--- config.mk ---
export PLATFORM = sky130hd
export DESIGN_NAME = bitmap_id_allocator_core
export DESIGN_NICKNAME = d
export VERILOG_FILES = /design/src/rtl/bia_pkg.sv /design/src/rtl/bia_ram.sv /design/src/rtl/bia_ctrl.sv /design/src/rtl/bia_dp.sv /design/src/rtl/bitmap_id_allocator_core.sv
export SDC_FILE = /design/constraint.sdc
export NUM_CORES = 1
export LEC_CHECK = 0
export BUFFER_PORTS_ARGS = -buffer_cell sky130_fd_sc_hd__clkbuf_2
export CAP_MARGIN = 20
export CORE_UTILIZATION = 60
export DETAILED_ROUTE_END_ITERATION = 10
export PLACE_DENSITY = 0.74
export SKIP_LAST_GASP = 1
export SLEW_MARGIN = 20
export SYNTH_ARGS = -nofsm -noshare
export SYNTH_HDL_FRONTEND = slang
export SYNTH_HIERARCHICAL = 1
export SYNTH_SLANG_ARGS = --single-unit
--- constraint.sdc ---
create_clock -name clk -period 8.1 [get_ports clk]
set_input_delay 0 -clock clk [delete_from_list [all_inputs] [get_ports clk]]
set_output_delay 0 -clock clk [all_outputs]
set_load 0.02 [all_outputs]
--- src/rtl/bia_pkg.sv ---
// Package with types, codes and constants of the bitmap identifier allocator.
package bia_pkg;

  // Geometry of the bitmap: 32-bit words, 8-bit identifiers
  localparam int MAP_SIZE = 256;
  localparam int WORD_W   = 32;
  localparam int WORD_LSB = 5;
  localparam int ID_W     = 8;

  // Word 0 holds the reserved identifier 0, marked used at reset
  localparam logic [WORD_W-1:0] WORD0_RESET = 32'h0000_0001;

  // Command codes
  localparam logic [1:0] CMD_ALLOC = 2'd0;
  localparam logic [1:0] CMD_FREE  = 2'd1;
  localparam logic [1:0] CMD_CHECK = 2'd2;
  localparam logic [1:0] CMD_RSVD  = 2'd3;

  // Status codes
  localparam logic [1:0] ST_OK   = 2'd0;
  localparam logic [1:0] ST_BUSY = 2'd1;
  localparam logic [1:0] ST_BAD  = 2'd2;

  // Controller states
  typedef enum logic [1:0] {
    S_IDLE,
    S_LOOK,
    S_SCAN,
    S_RESP
  } state_t;

  // Controller to datapath commands
  typedef struct packed {
    logic start;     // item accepted this cycle
    logic look;      // data of the addressed word is on the read port
    logic scan;      // data of the current scan word is on the read port
    logic load_out;  // move the result into the output register
  } ctl_cmd_t;

  // Datapath to controller status
  typedef struct packed {
    logic in_op;       // incoming command is one of the three real commands
    logic alloc_miss;  // allocate found the hint taken or out of range, fall back to the scan
    logic scan_found;  // scan word holds a free identifier
    logic scan_last;   // scan is on the last word
  } dp_stat_t;

endpackage

--- src/rtl/bia_ram.sv ---
// Generic single-port-write, single-port-read RAM with registered read data.
module bia_ram #(
  parameter int WIDTH = 32,
  parameter int DEPTH = 8
) (
  input  logic                                        clk,
  input  logic                                        we,
  input  logic [$clog2(DEPTH > 1 ? DEPTH : 2)-1:0]    waddr,
  input  logic [WIDTH-1:0]                            wdata,
  input  logic                                        re,
  input  logic [$clog2(DEPTH > 1 ? DEPTH : 2)-1:0]    raddr,
  output logic [WIDTH-1:0]                            rdata
);

  logic [WIDTH-1:0] mem [DEPTH];

  // Write port
  always_ff @(posedge clk) begin
    if (we) begin
      mem[waddr] <= wdata;
    end
  end

  // Registered read port
  always_ff @(posedge clk) begin
    if (re) begin
      rdata <= mem[raddr];
    end
  end

endmodule

--- src/rtl/bia_ctrl.sv ---
// Controller state machine of the bitmap identifier allocator.
module bia_ctrl import bia_pkg::*; (
  input  logic     clk,
  input  logic     rst_n,
  input  logic     in_valid,
  output logic     in_ready,
  output logic     out_valid,
  input  logic     out_ready,
  input  dp_stat_t stat,
  output ctl_cmd_t cmd
);

  state_t state_r, state_nxt;
  logic   out_valid_r, out_valid_nxt;

  // Next state
  always_comb begin
    state_nxt = state_r;
    case (state_r)
      S_IDLE: begin
        if (in_valid) begin
          state_nxt = stat.in_op ? S_LOOK : S_RESP;
        end
      end
      S_LOOK: begin
        state_nxt = stat.alloc_miss ? S_SCAN : S_RESP;
      end
      S_SCAN: begin
        if (stat.scan_found || stat.scan_last) begin
          state_nxt = S_RESP;
        end
      end
      S_RESP: begin
        if (!out_valid_r || out_ready) begin
          state_nxt = S_IDLE;
        end
      end
      default: state_nxt = S_IDLE;
    endcase
  end

  // Outputs
  always_comb begin
    in_ready     = 1'b0;
    cmd          = '0;
    case (state_r)
      S_IDLE: begin
        in_ready  = 1'b1;
        cmd.start = in_valid;
      end
      S_LOOK: cmd.look = 1'b1;
      S_SCAN: cmd.scan = 1'b1;
      S_RESP: cmd.load_out = !out_valid_r || out_ready;
      default: cmd = '0;
    endcase
  end

  // Output valid flag
  always_comb begin
    out_valid_nxt = out_valid_r;
    if (cmd.load_out) begin
      out_valid_nxt = 1'b1;
    end else if (out_ready) begin
      out_valid_nxt = 1'b0;
    end
  end

  assign out_valid = out_valid_r;

  always_ff @(posedge clk) begin
    if (!rst_n) begin
      state_r     <= S_IDLE;
      out_valid_r <= 1'b0;
    end else begin
      state_r     <= state_nxt;
      out_valid_r <= out_valid_nxt;
    end
  end

endmodule

--- src/rtl/bia_dp.sv ---
// Datapath of the bitmap identifier allocator: bitmap RAM, hint, scan and result.
module bia_dp import bia_pkg::*; #(
  parameter int ID_COUNT   = 256,
  parameter int FIRST_HINT = 1
) (
  input  logic            clk,
  input  logic            rst_n,
  input  logic [1:0]      in_cmd,
  input  logic [ID_W-1:0] in_ident,
  output logic [ID_W-1:0] out_ident_out,
  output logic [1:0]      out_status,
  input  ctl_cmd_t        cmd,
  output dp_stat_t        stat
);

  localparam int LIMIT  = (ID_COUNT > MAP_SIZE) ? MAP_SIZE : ID_COUNT;
  localparam int WORDS  = (LIMIT + WORD_W - 1) / WORD_W;
  localparam int ADDR_W = (WORDS > 1) ? $clog2(WORDS) : 1;
  localparam logic [ID_W:0] LIM9 = (ID_W+1)'(LIMIT);

  logic [1:0]        cmd_r;
  logic [ID_W-1:0]   ident_r;
  logic [ID_W-1:0]   hint_r, hint_nxt;
  logic [ADDR_W-1:0] scan_r, scan_nxt;
  logic [ADDR_W-1:0] rd_addr_r, rd_addr_nxt;
  logic              rd_en;
  logic [WORDS-1:0]  rowv_r;
  logic              rv_q_r;
  logic [ID_W-1:0]   res_id_r, res_id_nxt;
  logic [1:0]        res_st_r, res_st_nxt;
  logic [ID_W-1:0]   out_ident_r;
  logic [1:0]        out_status_r;

  logic [WORD_W-1:0] ram_q, word, wdata;
  logic              we;

  logic [ID_W-1:0]   key, in_key;
  logic [ID_W-1:0]   in_key_word;
  logic              key_ok, key_used, look_hit;
  logic [WORD_W-1:0] key_bit;

  logic [ID_W:0]     scan_base;
  logic [WORD_W-1:0] free_mask;
  logic              found;
  logic [WORD_LSB-1:0] pos;
  logic [ID_W-1:0]   scan_id;
  logic              last;

  // Hint after granting an identifier, wrapping to 1
  function automatic logic [ID_W-1:0] next_hint(input logic [ID_W-1:0] id);
    next_hint = ({1'b0, id} < LIM9 - (ID_W+1)'(1)) ? id + ID_W'(1) : ID_W'(1);
  endfunction

  bia_ram #(
    .WIDTH (WORD_W),
    .DEPTH (WORDS)
  ) u_ram (
    .clk   (clk),
    .we    (we),
    .waddr (rd_addr_r),
    .wdata (wdata),
    .re    (rd_en),
    .raddr (rd_addr_nxt),
    .rdata (ram_q)
  );

  // Word seen on the read port; a row never written reads as its reset value
  assign word = rv_q_r ? ram_q : ((rd_addr_r == '0) ? WORD0_RESET : '0);

  // Identifier looked at: the hint on allocate, the item's identifier otherwise
  assign key         = (cmd_r == CMD_ALLOC) ? hint_r : ident_r;
  assign in_key      = (in_cmd == CMD_ALLOC) ? hint_r : in_ident;
  assign in_key_word = in_key >> WORD_LSB;
  assign key_ok      = (key != '0) && ({1'b0, key} < LIM9);
  assign key_used    = word[key[WORD_LSB-1:0]];
  assign key_bit     = WORD_W'(1) << key[WORD_LSB-1:0];
  assign look_hit    = key_ok && !key_used;

  // Free identifiers in the scan word, lowest one wins
  assign scan_base = (ID_W+1)'(scan_r) << WORD_LSB;

  always_comb begin
    for (int j = 0; j < WORD_W; j++) begin
      free_mask[j] = !word[j] && ((scan_base + (ID_W+1)'(j)) != '0)
                     && ((scan_base + (ID_W+1)'(j)) < LIM9);
    end
  end

  always_comb begin
    found = 1'b0;
    pos   = '0;
    for (int j = WORD_W - 1; j >= 0; j--) begin
      if (free_mask[j]) begin
        found = 1'b1;
        pos   = WORD_LSB'(j);
      end
    end
  end

  assign scan_id = ID_W'(scan_base + (ID_W+1)'(pos));
  assign last    = (scan_r == ADDR_W'(WORDS - 1));

  // Status to the controller
  assign stat.in_op      = (in_cmd != CMD_RSVD);
  assign stat.alloc_miss = (cmd_r == CMD_ALLOC) && !look_hit;
  assign stat.scan_found = found;
  assign stat.scan_last  = last;

  // Read address, write-back, hint and result
  always_comb begin
    rd_en       = 1'b0;
    rd_addr_nxt = rd_addr_r;
    we          = 1'b0;
    wdata       = word;
    hint_nxt    = hint_r;
    scan_nxt    = scan_r;
    res_id_nxt  = res_id_r;
    res_st_nxt  = res_st_r;
    if (cmd.start) begin
      rd_en       = 1'b1;
      rd_addr_nxt = in_key_word[ADDR_W-1:0];
      res_id_nxt  = in_ident;
      res_st_nxt  = ST_BAD;
    end else if (cmd.look) begin
      case (cmd_r)
        CMD_ALLOC: begin
          if (look_hit) begin
            we         = 1'b1;
            wdata      = word | key_bit;
            res_id_nxt = hint_r;
            res_st_nxt = ST_OK;
            hint_nxt   = next_hint(hint_r);
          end else begin
            rd_en       = 1'b1;
            rd_addr_nxt = '0;
            scan_nxt    = '0;
          end
        end
        CMD_FREE: begin
          if (key_ok && key_used) begin
            we         = 1'b1;
            wdata      = word & ~key_bit;
            res_st_nxt = ST_OK;
          end else begin
            res_st_nxt = ST_BAD;
          end
        end
        CMD_CHECK: res_st_nxt = look_hit ? ST_OK : ST_BUSY;
        default:   res_st_nxt = ST_BAD;
      endcase
    end else if (cmd.scan) begin
      if (found) begin
        we         = 1'b1;
        wdata      = word | (WORD_W'(1) << pos);
        res_id_nxt = scan_id;
        res_st_nxt = ST_OK;
        hint_nxt   = next_hint(scan_id);
      end else if (last) begin
        res_id_nxt = '0;
        res_st_nxt = ST_BUSY;
      end else begin
        scan_nxt    = scan_r + ADDR_W'(1);
        rd_en       = 1'b1;
        rd_addr_nxt = scan_r + ADDR_W'(1);
      end
    end
  end

  // Control state: hint and row valid bits
  always_ff @(posedge clk) begin
    if (!rst_n) begin
      hint_r <= ID_W'(FIRST_HINT);
      rowv_r <= '0;
    end else begin
      hint_r <= hint_nxt;
      if (we) begin
        rowv_r[rd_addr_r] <= 1'b1;
      end
    end
  end

  // Payload registers
  always_ff @(posedge clk) begin
    if (cmd.start) begin
      cmd_r   <= in_cmd;
      ident_r <= in_ident;
    end
    if (rd_en) begin
      rd_addr_r <= rd_addr_nxt;
      rv_q_r    <= rowv_r[rd_addr_nxt];
    end
    scan_r   <= scan_nxt;
    res_id_r <= res_id_nxt;
    res_st_r <= res_st_nxt;
    if (cmd.load_out) begin
      out_ident_r  <= res_id_r;
      out_status_r <= res_st_r;
    end
  end

  assign out_ident_out = out_ident_r;
  assign out_status    = out_status_r;

endmodule

--- src/rtl/bitmap_id_allocator_core.sv ---
// After acceptance, command 3 goes straight to the response state; check, free and an
// allocate that takes the hint first read the addressed bitmap word, and an allocate
// that misses the hint then scans the bitmap words from word 0 (up to 8 words). One item
// at a time: the next item is taken only after the result is loaded; bitmap RAM of at most 8 x 32.
// Reset (synchronous, rst_n low) clears the controller and the row valid bits and sets
// the hint to FIRST_HINT; rows never written read as their reset value, so no clearing pass is needed.
module bitmap_id_allocator_core import bia_pkg::*; #(
  parameter int ID_COUNT   = 256,
  parameter int FIRST_HINT = 1
) (
  input  logic            clk,
  input  logic            rst_n,
  input  logic            in_valid,
  output logic            in_ready,
  input  logic [1:0]      in_cmd,
  input  logic [ID_W-1:0] in_ident,
  output logic            out_valid,
  input  logic            out_ready,
  output logic [ID_W-1:0] out_ident_out,
  output logic [1:0]      out_status
);

  ctl_cmd_t cmd;
  dp_stat_t stat;

  bia_ctrl u_ctrl (
    .clk       (clk),
    .rst_n     (rst_n),
    .in_valid  (in_valid),
    .in_ready  (in_ready),
    .out_valid (out_valid),
    .out_ready (out_ready),
    .stat      (stat),
    .cmd       (cmd)
  );

  bia_dp #(
    .ID_COUNT   (ID_COUNT),
    .FIRST_HINT (FIRST_HINT)
  ) u_dp (
    .clk           (clk),
    .rst_n         (rst_n),
    .in_cmd        (in_cmd),
    .in_ident      (in_ident),
    .out_ident_out (out_ident_out),
    .out_status    (out_status),
    .cmd           (cmd),
    .stat          (stat)
  );

endmodule

==> key figures <==
Timing
  • Final Hold Viols: 0
  • Final worst slack: 2910 ps
  • F_max: 193 MHz
  • Slew headroom: 17.7%
  • RSZ-0062 raised after global routing: false
  • Clock Skew: 15.9 ps
  • Setup TNS: 0 ps
  • Final setup viols: 0
  • Min cycle time layout: 5190 ps
  • Worst-Margin Slew: 1230 ps
  • Post-route clock period utilization: 64.1%
  • Fin. max-slew vios: 0

Floorplan
  • Die X: 164 um
  • Full die area: 0.0268 mm^2
  • Io pins: 26
  • Die height: 164 um
  • Core Area: 0.0254 mm^2
  • Num rows: 58
  • Initial core utilization: 61.8%

Clock tree
  • Clock Latency Late Sink: 520 ps
  • H-tree depth: 2
  • Max Buffers Root-to-Sink: 3
  • Clk slew on worst S/H paths: 60 ps
  • Clock root buffer: clkbuf_16
  • CTS resizes: 0
  • Cts bufs inserted: 36
  • Clk sinks: 344
  • CTS tree: yes

Synth
  • Leading cell types by count after synthesis: 323 x edfxtp_1, 95 x nand2_1, 64 x nor2_1
  • FFs w/ async S/R, synth: 0%
  • Post-synth EDFFs: 323
  • Cells taking the most area after synthesis: edfxtp_1 62%, mux4_1 7.0%, mux4_2 3.4%
  • Area share of the largest cell type after synthesis: 61.8%
  • YS warnings: 6
  • Cells after synthesis: 1019
  • Post-Syn Area: 0.0157 mm^2
  • Register area share after synthesis: 64.5%
  • Synth area leader: edfxtp_1
  • Avg Inst Size Synth: 15.4 um^2
  • Top-count cell post-synth: edfxtp_1
  • Distinct cells, synth: 92
  • Flops & latches, synth: 344
  • Post-Syn Nets: 1047
  • Ys flop type: edfxtp_1

Setup path
  • Setup crit end kind: flip-flop
  • WS Path Type: flip-flop to flip-flop
  • Critical path launch point type: flip-flop
  • Worst Path Required: 8370 ps
  • Crit path DAT: 5450 ps
  • Max FO, Critical Path: 40

Placement
  • Final Wtd Congestion: 1.05
  • Final HPWL DP: 23700 um
  • Placement Setup Slack: 3030 ps
  • PortBufs: 25
  • DP Cell Count: 1342

Finish
  • Net count, final: 1093
  • Core Util, Final: 68.6%
  • # diodes: 0
  • FF/Latch Area: 0.0101 mm^2
  • Fillers: 1685
  • Area delta synth->final: 11.0%
  • Layout cells sized above 1: 18.0%
  • Multi-input gate area: 0.00521 mm^2
  • Final std cells w/o fill: 1422

Route
  • DR iter-0 viols: 1350
  • DRT antenna net count: 0
  • Routed len/inst: 26.9 um
  • Drt pass-1 iters: 6
  • DRT Wirelength: 38200 um
  • DRC Markers: 0
  • DR vias/cell: 6.79
  • Vias after detailed routing: 9652

Job
  • Max-cap violations: 0

GRT
  • Total Routing Usage GR: 29.2%
  • Largest net degree at the start of global routing: 41
  • Initial antenna violation count: 0
  • GRT overflow: 0
  • Vias in the first global route: 9487
  • First-pass GRT wire length: 56800 um

Hold path
  • HP Class: primary input to flip-flop

Pwr
  • Total Power: 6.54 mW
  • Leak Pwr: 5.88 nW
  • Peak VDD IR: 230 uV
  • Power per Cell Area: 376 mW/mm^2

Outcome
  • Status: completed
-- final timing paths --
path / start / slack [ps] / depth (start not counted) / endpoint
worst max-delay path: u_dp/cmd_r[0]$_DFFE_PP_ / 2910 / 11 / u_dp/u_ram/rdata[26]$_DFFE_PP_
worst min-delay path: in_ident[2] / 240 / 2 / u_dp/ident_r[2]$_DFFE_PP_
worst max register to register: u_dp/cmd_r[0]$_DFFE_PP_ / 2910 / 11 / u_dp/u_ram/rdata[26]$_DFFE_PP_
worst min register to register: u_dp/res_id_r[4]$_DFFE_PP_ / 420 / 0 / u_dp/out_ident_out[4]$_DFFE_PP_
-- metrics by stage --
stage	hold WS [ps]	cell area (um^2)
global route	234	17400
floorplan	98.9	15700
detailed placement	201	16100
CTS	232	17400
global placement	202	16100
finish	236	17400
-- power breakdown --
part / switching (mW) / internal (mW) / total [mW]
clock network: 0.657 / 0.933 / 1.59
logic: 1.29 / 0.866 / 2.16
registers: 0.282 / 2.51 / 2.79
total: 2.23 / 4.31 / 6.54
-- kinds of logic after synthesis --
| group | synth area share (%) |
|---|---|
| AO/OA/AOI/OAI | 8.96 |
| XOR/XNOR | 0.223 |
| adder cells (fa/ha/maj) | 1.12 |
| buffers and inverters | 2.79 |
| flip-flops | 64.5 |
| multiplexers | 13.6 |
| AND/OR/NAND/NOR | 8.79 |
-- sequential cells by signal, indices dropped and copies added, names as in the netlist --
name	cells
u_ctrl/out_valid	1
u_ctrl/state_r	2
u_dp/cmd_r	2
u_dp/hint_r	8
u_dp/ident_r	8
u_dp/out_ident_out	8
u_dp/out_status	2
u_dp/rd_addr_r	3
u_dp/res_id_r	8
u_dp/res_st_r	2
u_dp/rowv_r	8
u_dp/rv_q_r	1
u_dp/scan_r	3
u_dp/u_ram/mem	256
u_dp/u_ram/rdata	32
-- critical path, cell delays in order (launching register included) --
cell and delay (ps):
edfxtp_1 590, or2_1 510, o21ai_0 770, a22o_2 280, nor4_1 60, o32a_4 380
nor3_4 290, nor2_4 100, a221oi_4 340, buf_4 620, mux4_1 670, mux2_2 280
-- timing repair --
item                                    in CTS  in global routing
endpoints found under the hold margin       31                  0
endpoints found under the setup margin       0                  0
hold buffers                                14                  0
buffers inserted                             0                  0
-- area by class of cell --
type / instances / area share [%]
repair buffers: 60 / 2.54
multi-input cells: 599 / 29.9
well taps: 330 / 2.37
flip-flops and latches: 344 / 58.1
clock buffers: 47 / 5.71
clock inverters: 18 / 0.862
inverters: 24 / 0.517
-- placed cells by master, fill, tap and decap left out, drive strengths merged, types with 11 or more instances in the layout --
master,instances
nand3,33
dfxtp,21
a32oi,16
edfxtp,323
mux4,66
a222oi,15
a21oi,50
clkbuf,72
nor2,68
ha,14
nor3,11
mux2,36
o21ai,34
inv,25
clkinv,13
dlygate4sd3,14
and3,18
buf,21
nand2,95
-- routing by layer --
metal  vias to the layer above  global-route usage (%)  wire (um)
met5                         -                       0          0
met4                         0                    14.3       1730
met3                       104                    5.43       3080
met2                       502                    45.1      17600
met1                      4810                    40.1      15800
li1                       4236                       -          -
Power figures use the tool's default switching activity.
